**src/rtl/core/red_pkg.sv**
```systemverilog
package red_pkg;

	localparam int NUM_CLASSES = 4;
	localparam int CLASS_W     = 2;
	localparam int LEN_W       = 16;
	localparam int AVG_W       = 32;
	localparam int WEIGHT_W    = 17;
	localparam int CFG_W       = 64;
	localparam int LANE_W      = 16;
	localparam int CFG_IDX_W   = 2;
	localparam int REASON_W    = 2;

	localparam int OP_W        = 34;
	localparam int ACC_W       = 51;
	localparam int MUL_STEPS   = 17;
	localparam int CNT_W       = $clog2(MUL_STEPS + 1);

	localparam logic [WEIGHT_W-1:0] WEIGHT_ONE = WEIGHT_W'(65536);

	localparam logic [CFG_IDX_W-1:0] REG_AVG_WEIGHT = 2'd0;
	localparam logic [CFG_IDX_W-1:0] REG_MIN_THRESH = 2'd1;
	localparam logic [CFG_IDX_W-1:0] REG_MAX_THRESH = 2'd2;
	localparam logic [CFG_IDX_W-1:0] REG_MAX_PROB   = 2'd3;

	localparam logic [WEIGHT_W-1:0] RST_AVG_WEIGHT = WEIGHT_W'(131);
	localparam logic [CFG_W-1:0]    RST_MIN_THRESH = 64'h0005_0005_0005_0005;
	localparam logic [CFG_W-1:0]    RST_MAX_THRESH = 64'h0032_0032_0032_0032;
	localparam logic [CFG_W-1:0]    RST_MAX_PROB   = 64'h051F_051F_051F_051F;

	localparam logic [REASON_W-1:0] REASON_ACCEPT  = 2'd0;
	localparam logic [REASON_W-1:0] REASON_EARLY   = 2'd1;
	localparam logic [REASON_W-1:0] REASON_AVG_MAX = 2'd2;
	localparam logic [REASON_W-1:0] REASON_LEN_MAX = 2'd3;

	typedef logic [OP_W-1:0]  op_t;
	typedef logic [ACC_W-1:0] acc_t;

	typedef struct packed {
		logic clear;
		logic step;
		logic bit_a;
		logic bit_b;
	} smac_ctl_t;

endpackage

```
**src/rtl/core/red_smac.sv**
```systemverilog
module red_smac (
	input  logic             clk,
	input  red_pkg::smac_ctl_t ctl,
	input  red_pkg::op_t     op_a,
	input  red_pkg::op_t     op_b,
	input  red_pkg::op_t     op_ab,
	output red_pkg::acc_t    acc
);
	import red_pkg::*;

	op_t  sel;
	acc_t sel_ext;
	acc_t acc_q;

	always_comb begin
		unique case ({ctl.bit_a, ctl.bit_b})
			2'b11:   sel = op_ab;
			2'b10:   sel = op_a;
			2'b01:   sel = op_b;
			default: sel = '0;
		endcase
		sel_ext = {{(ACC_W - OP_W){sel[OP_W-1]}}, sel};
	end

	always_ff @(posedge clk) begin
		if (ctl.clear) begin
			acc_q <= '0;
		end else if (ctl.step) begin
			acc_q <= {acc_q[ACC_W-2:0], 1'b0} + sel_ext;
		end
	end

	assign acc = acc_q;

endmodule

```
**src/rtl/core/red_early_drop_decider.sv**
```systemverilog
// Random early detection drop decider.
// Requests arrive on the in_valid/in_ready channel with a class, the
// instantaneous queue length and a random number; each request yields one
// result (drop, drop_reason, average_length) on the out_valid/out_ready
// channel. Thresholds and the averaging weight are written through the
// cfg_write/cfg_index/cfg_data port; the user must write them only while
// the block is idle, since the block itself does not enforce it. One
// request is worked at a time. The average update runs on a bit-serial
// multiply-accumulate unit, one weight bit per cycle; when the average
// lies inside the early-drop band the same unit then runs a second pass to
// compare (random+1)*span against maxp*(avg-min). The next request can be
// taken in the cycle after a result is written. The result sits in an
// output register, so the next request is accepted while it waits; a
// stalled receiver holds the block only when the next result is ready to
// be written.
// Reset clears the average to zero, loads the default thresholds and
// weight, and leaves no result pending.
module red_early_drop_decider (
	input  logic                          clk,
	input  logic                          arst_n,
	input  logic                          in_valid,
	output logic                          in_ready,
	input  logic [red_pkg::CLASS_W-1:0]   class_index,
	input  logic [red_pkg::LEN_W-1:0]     queue_length,
	input  logic [red_pkg::LEN_W-1:0]     random_value,
	output logic                          out_valid,
	input  logic                          out_ready,
	output logic                          drop,
	output logic [red_pkg::REASON_W-1:0]  drop_reason,
	output logic [red_pkg::AVG_W-1:0]     average_length,
	input  logic                          cfg_write,
	input  logic [red_pkg::CFG_IDX_W-1:0] cfg_index,
	input  logic [red_pkg::CFG_W-1:0]     cfg_data
);
	import red_pkg::*;

	localparam logic [2:0] S_IDLE = 3'd0;
	localparam logic [2:0] S_EWMA = 3'd1;
	localparam logic [2:0] S_AVG  = 3'd2;
	localparam logic [2:0] S_CMP  = 3'd3;
	localparam logic [2:0] S_DEC  = 3'd4;
	localparam logic [2:0] S_DONE = 3'd5;

	logic [2:0]            state_q;
	logic [WEIGHT_W-1:0]   weight_q;
	logic [CFG_W-1:0]      min_thr_q;
	logic [CFG_W-1:0]      max_thr_q;
	logic [CFG_W-1:0]      max_prob_q;
	logic [AVG_W-1:0]      avg_q;
	logic [CLASS_W-1:0]    cls_q;
	logic [LEN_W-1:0]      len_q;
	logic [LEN_W-1:0]      rnd_q;
	logic [MUL_STEPS-1:0]  a_sh_q;
	logic [MUL_STEPS-1:0]  b_sh_q;
	logic [CNT_W-1:0]      cnt_q;
	op_t                   op_a_q;
	op_t                   op_b_q;
	op_t                   op_ab_q;
	logic                  early_q;
	logic                  res_drop_q;
	logic [REASON_W-1:0]   res_reason_q;
	logic                  out_valid_q;
	logic                  drop_q;
	logic [REASON_W-1:0]   reason_q;
	logic [AVG_W-1:0]      avg_out_q;

	logic [WEIGHT_W-1:0]   cfg_weight;
	logic [CLASS_W-1:0]    cls_in;
	logic                  in_fire;
	logic                  out_free;
	smac_ctl_t             ctl;
	acc_t                  acc;
	acc_t                  acc_rnd;
	logic [AVG_W-1:0]      avg_new;
	logic [5:0]            lane_lo;
	logic [LANE_W-1:0]     min16;
	logic [LANE_W-1:0]     max16;
	logic [LANE_W-1:0]     prob16;
	logic [AVG_W-1:0]      minq;
	logic [AVG_W-1:0]      maxq;
	logic                  ge_min;
	logic                  ge_max;
	logic [AVG_W-1:0]      diff;
	logic [AVG_W-1:0]      span;
	logic                  dec_drop;

	assign cfg_weight = (cfg_data[WEIGHT_W-1:0] > WEIGHT_ONE) ? WEIGHT_ONE
		: cfg_data[WEIGHT_W-1:0];
	assign cls_in = (32'(class_index) >= NUM_CLASSES) ? CLASS_W'(NUM_CLASSES - 1)
		: class_index;

	assign in_ready = (state_q == S_IDLE);
	assign in_fire  = in_valid && in_ready;
	assign out_free = !out_valid_q || out_ready;

	assign lane_lo = {cls_q, 4'd0};
	assign min16   = min_thr_q[lane_lo +: LANE_W];
	assign max16   = max_thr_q[lane_lo +: LANE_W];
	assign prob16  = max_prob_q[lane_lo +: LANE_W];
	assign minq    = {min16, 16'd0};
	assign maxq    = {max16, 16'd0};
	assign ge_min  = (avg_q >= minq);
	assign ge_max  = (avg_q >= maxq);
	assign diff    = avg_q - minq;
	assign span    = maxq - minq;

	assign acc_rnd  = acc + ACC_W'(32768);
	assign avg_new  = avg_q + acc_rnd[AVG_W+15:16];
	assign dec_drop = !acc[ACC_W-1];

	always_comb begin
		ctl.clear = in_fire || (state_q == S_CMP);
		ctl.step  = (state_q == S_EWMA) || (state_q == S_DEC);
		ctl.bit_a = a_sh_q[MUL_STEPS-1];
		ctl.bit_b = b_sh_q[MUL_STEPS-1];
	end

	red_smac u_smac (
		.clk   (clk),
		.ctl   (ctl),
		.op_a  (op_a_q),
		.op_b  (op_b_q),
		.op_ab (op_ab_q),
		.acc   (acc)
	);

	always_ff @(posedge clk or negedge arst_n) begin
		if (!arst_n) begin
			weight_q   <= RST_AVG_WEIGHT;
			min_thr_q  <= RST_MIN_THRESH;
			max_thr_q  <= RST_MAX_THRESH;
			max_prob_q <= RST_MAX_PROB;
		end else if (cfg_write) begin
			unique case (cfg_index)
				REG_AVG_WEIGHT: weight_q   <= cfg_weight;
				REG_MIN_THRESH: min_thr_q  <= cfg_data;
				REG_MAX_THRESH: max_thr_q  <= cfg_data;
				REG_MAX_PROB:   max_prob_q <= cfg_data;
				default: ;
			endcase
		end
	end

	always_ff @(posedge clk or negedge arst_n) begin
		if (!arst_n) begin
			state_q     <= S_IDLE;
			avg_q       <= '0;
			cnt_q       <= '0;
			out_valid_q <= 1'b0;
		end else begin
			if ((state_q == S_DONE) && out_free) begin
				out_valid_q <= 1'b1;
			end else if (out_valid_q && out_ready) begin
				out_valid_q <= 1'b0;
			end
			unique case (state_q)
				S_IDLE: begin
					if (in_fire) begin
						cnt_q   <= CNT_W'(MUL_STEPS);
						state_q <= S_EWMA;
					end
				end
				S_EWMA: begin
					cnt_q <= cnt_q - CNT_W'(1);
					if (cnt_q == CNT_W'(1)) begin
						state_q <= S_AVG;
					end
				end
				S_AVG: begin
					avg_q   <= avg_new;
					state_q <= S_CMP;
				end
				S_CMP: begin
					cnt_q   <= CNT_W'(MUL_STEPS);
					state_q <= (ge_min && !ge_max) ? S_DEC : S_DONE;
				end
				S_DEC: begin
					cnt_q <= cnt_q - CNT_W'(1);
					if (cnt_q == CNT_W'(1)) begin
						state_q <= S_DONE;
					end
				end
				S_DONE: begin
					if (out_free) begin
						state_q <= S_IDLE;
					end
				end
				default: state_q <= S_IDLE;
			endcase
		end
	end

	always_ff @(posedge clk) begin
		unique case (state_q)
			S_IDLE: begin
				if (in_fire) begin
					cls_q   <= cls_in;
					len_q   <= queue_length;
					rnd_q   <= random_value;
					a_sh_q  <= weight_q;
					b_sh_q  <= '0;
					op_a_q  <= {2'b00, queue_length, 16'd0} - {2'b00, avg_q};
					op_b_q  <= '0;
					op_ab_q <= {2'b00, queue_length, 16'd0} - {2'b00, avg_q};
				end
			end
			S_EWMA, S_DEC: begin
				a_sh_q <= {a_sh_q[MUL_STEPS-2:0], 1'b0};
				b_sh_q <= {b_sh_q[MUL_STEPS-2:0], 1'b0};
			end
			S_CMP: begin
				early_q <= ge_min && !ge_max;
				a_sh_q  <= {1'b0, prob16};
				b_sh_q  <= {1'b0, rnd_q} + MUL_STEPS'(1);
				op_a_q  <= {2'b00, diff};
				op_b_q  <= '0 - {2'b00, span};
				op_ab_q <= {2'b00, diff} - {2'b00, span};
				priority if (ge_max) begin
					res_drop_q   <= 1'b1;
					res_reason_q <= REASON_AVG_MAX;
				end else if (!ge_min && (len_q >= max16)) begin
					res_drop_q   <= 1'b1;
					res_reason_q <= REASON_LEN_MAX;
				end else begin
					res_drop_q   <= 1'b0;
					res_reason_q <= REASON_ACCEPT;
				end
			end
			S_DONE: begin
				if (out_free) begin
					avg_out_q <= avg_q;
					if (early_q) begin
						drop_q   <= dec_drop;
						reason_q <= dec_drop ? REASON_EARLY : REASON_ACCEPT;
					end else begin
						drop_q   <= res_drop_q;
						reason_q <= res_reason_q;
					end
				end
			end
			default: ;
		endcase
	end

	assign out_valid      = out_valid_q;
	assign drop           = drop_q;
	assign drop_reason    = reason_q;
	assign average_length = avg_out_q;

endmodule

```
**config.mk**
```make
export PLATFORM = sky130hd
export DESIGN_NAME = red_early_drop_decider
export DESIGN_NICKNAME = d
export VERILOG_FILES = /design/src/rtl/core/red_pkg.sv /design/src/rtl/core/red_smac.sv /design/src/rtl/core/red_early_drop_decider.sv
export SDC_FILE = /design/constraint.sdc
export NUM_CORES = 1
export LEC_CHECK = 0
export BUFFER_PORTS_ARGS = -buffer_cell sky130_fd_sc_hd__buf_2
export CORE_UTILIZATION = 47
export DETAILED_ROUTE_END_ITERATION = 7
export PLACE_DENSITY = 0.73
export SLEW_MARGIN = 15
export SYNTH_ARGS = -nofsm -noshare
export SYNTH_HDL_FRONTEND = slang
export SYNTH_SLANG_ARGS = --single-unit
```
**constraint.sdc**
```tcl
create_clock -name clk -period 6.9 [get_ports clk]
set_input_delay 0.345 -clock clk [delete_from_list [all_inputs] [get_ports clk]]
set_output_delay 0.345 -clock clk [all_outputs]
set_load 0.05 [all_outputs]
```
==> results.md, run 1 <==
- P&R area growth vs syn: 14.8%
- Syn Nets: 2903
- RSZ-0062 raised after global routing: false
- Highest clock rate: 176 MHz
- CTS max path bufs: 3
- Worst Setup End Kind: flop
- Slowest stage cell, crit path: edfxtp_1
- Final Skew: 0.0490 ns
- Max-cap check violation count: 0
- Pwr/cell area: 492 nW/um2
- Setup_tns: 0 ns
- Largest net degree at the start of global routing: 131
- CTS tree: built
- Fraction of layout cells with a size suffix above 1: 0.211
- Final hold violation count: 0
- Slowest stage delay, CP: 0.74 ns
- Gr usage total: 0.240
- Gr ovfl total: 0
- PortBufs: 141
- Critical path class: reg2reg
- Worst hold slack: 0.0208 ns
- Area of the multi-input gates: 14600 um2
- Hold Crit Class: in2reg
- Hold Crit Start: cfg_data[50]
- Post-synth top flop: dfrtp_1
- Crit share post-route: 0.824
- Post-synth EDFFs: 173
- Remaining antenna violation count after routing: 0
- WP data required: 7.27 ns
- Initial core utilization: 0.474
- Die area: 60400 um2
- Synth area leaders: edfxtp_1 (19%), dfrtp_1 (18%), mux2_2 (8.5%)
- Worst path top cell family by delay: compound AO/OA/AOI/OAI gates
- Final WL: 72.7 mm
- Cell area after layout: 32100 um2
- TritonCTS buffer count: 52
- Reg-to-reg critical path startpoint: cls_q[0]
- Relative slew slack: 0.329
- CP Max Fanout: 24
- Die Ht: 246 um
- Worst skew pair latency: 0.64 ns
- Detail Placement HPWL: 52.5 mm
- VDD IR max: 0.273 mV
- Mapped cell area: 28000 um2
- Final net count: 3093
- Most frequent cell after synthesis: nand2_1
- Min Clock Period, post-route: 5.68 ns
- Synth Instances: 2621
- First-pass GRT wire length: 114 mm
- Site Rows: 89
- Post-route DRC: 0
- TritonRoute pass-1 iters: 5
- R2R Setup Slk: 1.22 ns
- Post-CTS resize count: 0
- Area leader, netlist: edfxtp_1
- Reg2Reg Depth: 20
- Initial antenna violation count: 1
- Fin. max-slew vios: 0
- Clock sink total: 474
- Sequential area share after synthesis: 0.448
- Hold endpoint: max_prob_q[50]
- Crit-path cells: buf_4 -> buf_4 -> mux4_2 -> inv_1 -> ha_1 -> a21o_1 -> a21o_1 -> a21oi_1 -> o21ai_0 -> a21o_1 -> a21o_1 -> a21o_1 -> a21oi_1 -> xnor2_1 -> ha_1 -> nand3b_1 -> a21oi_1 -> o31a_1 -> a2111oi_0 -> a31oi_1
- Final setup margin: 1.22 ns
- Worst-Margin Slew: 1.01 ns
- Clock transition at the registers of the reported paths: 0.07 ns
- Post-Syn Area per Cell: 10.7 um2
- Fillers: 4901
- DR vias/cell: 5.82
- Clock root buffer: clkbuf_16
- Status: finished clean
- Avg WL per Cell: 20.0 um
- Share of the synthesized area in the top cell type: 0.186
- Async SR Flop Fraction: 0.527
- Yosys cell types: 82
- Buffers & Inverters on Critical Path: 3
- Core area: 58900 um2
- Die W: 246 um
- Hold Path Depth: 2
- DP Area: 29500 um2
- Setup slack at placement: 1.20 ns
- Final setup viols: 0
- Via count: 21100
- Io pins: 142
- Synth cell count leaders: nand2_1 (253), mux2_2 (210), dfrtp_1 (199)
- DRT iter0 DRCs: 1396
- Worst Path Arrival: 6.05 ns
- Number of global-route vias before repair: 21300
- H-tree Lvls: 2
- Yosys reg bits: 474
- Register Area: 12500 um2
- Reg2Reg Capture Point: op_ab_q[31]
- Synthesis Warnings: 0
- RePlAce Congestion: 0.898
- Crit path top cell by count: a21o_1
- Leak: 13.7 nW
- Crit start category: flop
[worst register-to-register path, stage by stage (launching register included)]
cell and delay, ns:
edfxtp_1 0.74, buf_4 0.42, buf_4 0.50, mux4_2 0.57
inv_1 0.11, ha_1 0.32, a21o_1 0.21, a21o_1 0.17
a21oi_1 0.13, o21ai_0 0.15, a21o_1 0.23, a21o_1 0.20
a21o_1 0.18, a21oi_1 0.18, xnor2_1 0.19, ha_1 0.35
nand3b_1 0.12, a21oi_1 0.05, o31a_1 0.11, a2111oi_0 0.39
a31oi_1 0.14
[placed cells by master, fill, tap and decap left out, types with 122 or more instances in the layout]
cell type	synthesis	layout
a21oi_1	172	172
buf_2	3	140
dfrtp_1	199	199
edfxtp_1	173	173
ha_1	172	172
mux2_2	210	210
nand2_1	253	251
nor2_1	132	132
o21ai_0	157	157
xnor2_1	122	122
[how the worst max path moves through the flow]
stage / from / end / slack, ns / depth (start not counted)
floorplan: cls_q[0] / op_ab_q[31] / 0.37 / 22
CTS: cls_q[0] / op_ab_q[31] / 1.19 / 20
global placement: cls_q[0] / op_ab_q[31] / 1.32 / 15
finish: cls_q[0] / op_ab_q[31] / 1.22 / 20
global route: cls_q[0] / op_ab_q[31] / 0.81 / 19
detailed placement: cls_q[0] / op_ab_q[31] / 1.20 / 20
[stage by stage]
step                std cells  utilization  total power [mW]
finish                   3629        0.545              15.8
global route             3628        0.545              16.9
CTS                      3628        0.545              15.8
detailed placement       3463        0.501              12.6
global placement         3463        0.501              12.3
floorplan                2621            -              10.6
[state kept, by name, indices dropped and copies added (netlist names), 5 cells and up]
name / cells
op_a_q: 17
max_prob_q: 64
weight_q: 17
avg_q: 32
u_smac.acc: 51
cnt_q: 5
len_q: 16
min_thr_q: 64
op_ab_q: 33
b_sh_q: 17
average_length: 32
a_sh_q: 17
rnd_q: 16
max_thr_q: 64
op_b_q: 17
[layout make-up]
type / count / area share
well taps: 773 / 0.0301
inverters: 113 / 0.0132
clock inverters: 31 / 0.0152
flip-flops and latches: 474 / 0.391
diodes: 1 / 0.0000780
repair buffers: 240 / 0.0507
clock buffers: 67 / 0.0442
multi-input cells: 1930 / 0.456
[what timing repair did]
item                                   in CTS  in global routing
setup buffers                               0                  0
endpoints found under the hold margin     217                  0
hold buffers                               67                  0
[cell families (layout without fill, tap and decap cells)]
family | after synthesis | after routing | share of synthesized area
simple gates | 671 | 671 | 0.113
compound gates | 631 | 631 | 0.144
flops | 474 | 474 | 0.448
mux | 258 | 258 | 0.123
buf+inv | 217 | 451 | 0.0297
xor+xnor | 189 | 189 | 0.0592
fa+ha+maj | 181 | 181 | 0.0821
other cells | 0 | 1 | 0
[layer usage]
layer	track usage	wire [um]	up-vias
met5	0	0	-
met4	0.104	3110	0
met3	0.0437	4280	162
met2	0.403	34600	669
met1	0.304	30700	10300
li1	-	-	9992
[report_power, final]
group	total [mW]	internal, mW	switching (mW)	leakage, nW
clock network	3.05	1.82	1.24	0.923
logic	8.26	3.45	4.81	7.73
registers	4.47	3.92	0.555	5.05
total	15.8	9.18	6.60	13.7
Note: power is estimated with default switching activity, not from simulation.
==> run 2, diff against run 1 <==
Settings changed: PLACE_DENSITY 0.73 to 0.71.
Clock period 6.9 ns to 5.5 ns, I/O delays scaled along.
==> results.md, run 2 (synthesized netlist as in run 1, its figures left out) <==
- Number of global-route vias before repair: 21900
- VDD IR max: 0.309 mV
- First-pass GRT wire length: 119 mm
- Worst-Margin Slew: 1.02 ns
- DRT iter0 DRCs: 1441
- Crit share post-route: 0.940
- H-tree Lvls: 2
- Most frequent cells in the layout: nand2_1 (251), mux2_2 (210), dfrtp_1 (199)
- Final setup margin: 0.330 ns
- Crit start category: flop
- Via count: 21500
- Status: finished clean
- Critical path class: reg2reg
- Dpl cells: 3483
- Reg2Reg Depth: 20
- Final Util: 0.552
- CP Max Fanout: 5
- Die W: 246 um
- Relative slew slack: 0.316
- Max-cap check violation count: 0
- Reg2Reg Capture Point: op_ab_q[31]
- Final WL: 74.8 mm
- RePlAce Congestion: 0.935
- Fraction of layout cells with a size suffix above 1: 0.212
- Worst skew pair latency: 0.60 ns
- R2R Setup Slk: 0.33 ns
- Leak: 13.9 nW
- Pint: 11.7 mW
- Most common cell after layout, fill and taps aside: nand2_1
- Pwr/cell area: 619 nW/um2
- CTS max path bufs: 3
- Clk pwr share: 0.188
- CTS tree: built
- Setup slack at placement: 0.0409 ns
- Setup_tns: 0 ns
- Final Skew: 0.0234 ns
- PortBufs: 141
- Largest net degree at the start of global routing: 131
- Switching Share: 0.417
- Reg-to-reg critical path startpoint: cls_q[0]
- Post-route DRC: 0
- P&R area growth vs syn: 16.3%
- Setup bufs post-CTS: 0
- Combinational power share: 0.533
- Initial antenna violation count: 3
- Total power: 20.1 mW
- DP Area: 29700 um2
- DR vias/cell: 5.85
- Clock root buffer: clkbuf_16
- Worst setup path startpoint: cls_q[0]
- Initial core utilization: 0.474
- Hold endpoint: weight_q[2]
- Switching power: 8.38 mW
- WP data required: 5.94 ns
- Avg WL per Cell: 20.4 um
- Clock sink total: 474
- Final setup viols: 0
- Clock transition at the registers of the reported paths: 0.06 ns
- Gr usage total: 0.250
- Hold Crit Start: cfg_data[2]
- Hold Path Depth: 3
- TritonCTS buffer count: 52
- Regs by FF count: max_prob_q x64, max_thr_q x64, min_thr_q x64
- Detail Placement HPWL: 54.3 mm
- Worst Setup End Kind: flop
- Cell area after layout: 32500 um2
- Die area: 60400 um2
- Highest clock rate: 193 MHz
- Part of the power in registers: 0.279
- TritonRoute pass-1 iters: 8
- Worst hold slack: 0.0351 ns
- Worst Path Arrival: 5.61 ns
- Io pins: 142
- Gr ovfl total: 0
- Min Clock Period, post-route: 5.17 ns
- Hold Crit Class: in2reg
- Remaining antenna violation count after routing: 0
- Site Rows: 89
- Antenna Cells: 0
- Final hold violation count: 0
- RSZ-0062 raised after global routing: false
- Final net count: 3139
- Fin. max-slew vios: 0
- Die Ht: 246 um
- Core area: 58900 um2
- Final std cells w/o fill: 3672
==> run 2: cell count changes in the layout (fill, tap and decap cells not counted), moves of 2 or more <==
cell | before | now
buf_12 | 0 | 3
buf_4 | 32 | 47
buf_6 | 0 | 2
clkbuf_1 | 9 | 12
clkbuf_16 | 52 | 54
clkinv_1 | 0 | 4
clkinv_16 | 3 | 0
clkinv_4 | 2 | 0
clkinvlp_4 | 3 | 1
dlygate4sd3_1 | 67 | 93
inv_6 | 3 | 0
o21ai_0 | 157 | 155
==> run 2: worst max-delay path by stage <==
stage and endpoint:
2_1_floorplan op_ab_q[31], 3_3_place_gp op_ab_q[31], 3_5_place_dp op_ab_q[31], 4_1_cts op_ab_q[31]
5_1_grt op_ab_q[31], 6_report op_ab_q[31]
==> run 2: final cells by class <==
cell class                 instances  area (um2)
multi-input combinational       1930       14600
clock inverter                    25         379
tap                              773         967
timing repair buffer             286        2080
fill                            4934       26400
clock buffer                      71        1470
sequential                       474       12500
inverter                         113         424
==> run 2: power by group through the flow <==
stage	Sequential [mW]	Clock, mW	Combinational [mW]
floorplan	5.49	0	7.86
global placement	5.60	0	10.1
detailed placement	5.65	0	10.4
CTS	5.59	3.85	10.6
global route	5.70	3.98	11.8
finish	5.60	3.79	10.7
==> run 2: worst max-delay path, stage by stage, from the launching register on <==
cell	delay, ns
edfxtp_1	0.41
buf_4	0.19
mux4_2	0.55
ha_1	0.39
o21ai_1	0.19
a21o_1	0.12
o21a_1	0.19
inv_1	0.08
ha_1	0.32
o21a_1	0.13
o31a_1	0.13
o21ai_2	0.17
a21boi_1	0.14
o41ai_4	0.44
o21bai_1	0.16
a221o_1	0.36
nand2_2	0.09
maj3_2	0.24
a21oi_2	0.08
or4b_1	0.51
a31oi_1	0.15
==> run 2: metal layers <==
metal / vias to the layer above / part of all wire / GRT usage
li1: 10100 / - / -
met1: 10600 / 0.42 / 0.318
met5: - / 0 / 0
met2: 688 / 0.49 / 0.435
met3: 143 / 0.056 / 0.0325
met4: 0 / 0.029 / 0.0851
==> run 2: timing repair <==
| item | 4_1_cts | 5_1_grt |
|---|---|---|
| endpoints found under the setup margin | 0 | 3 |
| resized for setup | 0 | 9 |
| hold endpoints to repair | 323 | 0 |
| hold buffers | 93 | 0 |
==> run 3, diff against run 2 <==
Settings changed: CELL_PAD_IN_SITES_DETAIL_PLACEMENT set to 0, CELL_PAD_IN_SITES_GLOBAL_PLACEMENT set to 1, PLACE_DENSITY 0.71 to 0.84.
==> results.md, run 3 (synthesized netlist as in run 1, its figures left out) <==
- Setup slack at placement: 0.197 ns
- Clk pwr share: 0.177
- Final WL: 73.0 mm
- Remaining antenna violation count after routing: 0
- Core area: 58900 um2
- Highest clock rate: 192 MHz
- VDD IR max: 0.350 mV
- CTS tree: built
- Status: finished clean
- Initial core utilization: 0.474
- Clock root buffer: clkbuf_16
- Final Skew: 0.0149 ns
- Pwr/cell area: 606 nW/um2
- First-pass GRT wire length: 115 mm
- Worst hold slack: 0.00735 ns
- Final Util: 0.549
- Cell area after layout: 32300 um2
- CTS max path bufs: 3
- Combinational power share: 0.537
- Detail Placement HPWL: 53.1 mm
- Crit share post-route: 0.945
- Avg WL per Cell: 19.9 um
- DRT iter0 DRCs: 1403
- RSZ-0062 raised after global routing: false
- Dpl cells: 3479
- Initial antenna violation count: 3
- Number of global-route vias before repair: 21500
- Pint: 11.3 mW
- Final setup viols: 0
- Clock sink total: 474
- Site Rows: 89
- Final std cells w/o fill: 3671
- Fillers: 4969
- Final hold violation count: 0
- RePlAce Congestion: 0.906
- Area of the multi-input gates: 14600 um2
- Final net count: 3137
- Die area: 60400 um2
- Min Clock Period, post-route: 5.20 ns
- Gr ovfl total: 0
- Most frequent cells in the layout: nand2_1 (251), mux2_2 (210), dfrtp_1 (199)
- TritonRoute pass-1 iters: 6
- Worst Setup End Kind: flop
- Switching power: 8.24 mW
- Crit-path cells: buf_4 -> buf_4 -> mux4_2 -> inv_1 -> ha_1 -> nor3_1 -> a211oi_1 -> xor2_1 -> o32ai_1 -> a31oi_1 -> a221o_1 -> nand2_2 -> maj3_2 -> o31a_1 -> a2111oi_0 -> a31oi_1
- P&R area growth vs syn: 15.6%
- TritonCTS buffer count: 52
- Worst Path Arrival: 5.55 ns
- Leak: 13.8 nW
- Worst skew pair latency: 0.61 ns
- H-tree Lvls: 2
- Critical path class: reg2reg
- Die Ht: 246 um
- Most common cell after layout, fill and taps aside: nand2_1
- Post-route DRC: 0
- Largest net degree at the start of global routing: 165
- PortBufs: 141
- Switching Share: 0.421
- DR vias/cell: 5.75
- Via count: 21100
- Slowest stage delay, CP: 0.66 ns
- Fraction of layout cells with a size suffix above 1: 0.212
- CP Max Fanout: 25
- Die W: 246 um
- DP Area: 29700 um2
- WP data required: 5.85 ns
- Worst-Margin Slew: 0.953 ns
- Crit start category: flop
- Max-cap check violation count: 0
- Slowest stage cell, crit path: edfxtp_1
- Regs by FF count: max_prob_q x64, max_thr_q x64, min_thr_q x64
- Part of the power in registers: 0.286
- Clock transition at the registers of the reported paths: 0.07 ns
- Relative slew slack: 0.365
- Total power: 19.6 mW
- Setup_tns: 0 ns
- Final setup margin: 0.303 ns
- Gr usage total: 0.243
- Io pins: 142
- Register Area: 12500 um2
- Hold Crit Class: in2reg
- Fin. max-slew vios: 0
## run 3: changes by cell type in the layout (fill, tap and decap cells not counted), sizes merged, moves of 2 or more
cell,previous run,this run
bufinv,10,3
inv,114,119
clkinvlp,1,3
clkbuf,71,66
clkinv,13,18
buf,193,190
## run 3: final timing paths
check | startpoint | end | slack [ns] | depth (start not counted)
worst min register to register | u_smac.acc[5] | u_smac.acc[5] | 0.46 | 2
max in group asynchronous | arst_n | min_thr_q[3] | 3.95 | 3
worst max-delay path | cls_q[1] | op_ab_q[31] | 0.30 | 16
worst max register to register | cls_q[1] | op_ab_q[31] | 0.30 | 16
worst min-delay path | out_ready | out_valid | 0.007 | 3
min in group asynchronous | arst_n | max_thr_q[45] | 0.25 | 2
## run 3: cell type report
cell class	count	area share
Multi-Input combinational cell	1930	0.453
Sequential cell	474	0.388
Antenna cell	1	0.0000774
Timing Repair Buffer	284	0.0639
Inverter	113	0.0131
Clock buffer	66	0.0438
Clock inverter	30	0.00829
Tap cell	773	0.0299
## run 3: repair_timing
action / CTS / global route
hold buffers: 94 / 0
endpoints found under the setup margin: 0 / 4
setup buffers: 0 / 1
endpoints found under the hold margin: 290 / 0
gates resized for setup: 0 / 3
## run 3: routing by layer
metal / routed length [um] / vias to the layer above / share of wire / GRT usage
met5: 22 / - / 0.00030 / 0
met4: 2710 / 4 / 0.037 / 0.0965
met3: 3740 / 176 / 0.051 / 0.0372
met2: 35100 / 580 / 0.48 / 0.416
met1: 31400 / 10300 / 0.43 / 0.307
li1: - / 10100 / - / -
## run 3: power groups by stage
stage | Sequential, mW | Clock (mW) | Combinational (mW)
floorplan | 5.49 | 0 | 7.86
global placement | 5.60 | 0 | 10.1
detailed placement | 5.65 | 0 | 10.3
CTS | 5.59 | 3.54 | 10.4
global route | 5.69 | 3.67 | 11.7
finish | 5.59 | 3.47 | 10.5
## run 3: critical path, delay by kind of cell (launching register included)
family / cells / cell delay, ns
compound gates: 7 / 1.81
xor+xnor: 1 / 0.50
fa+ha+maj: 2 / 0.60
buf+inv: 3 / 0.84
flops: 1 / 0.66
mux: 1 / 0.37
simple gates: 2 / 0.16
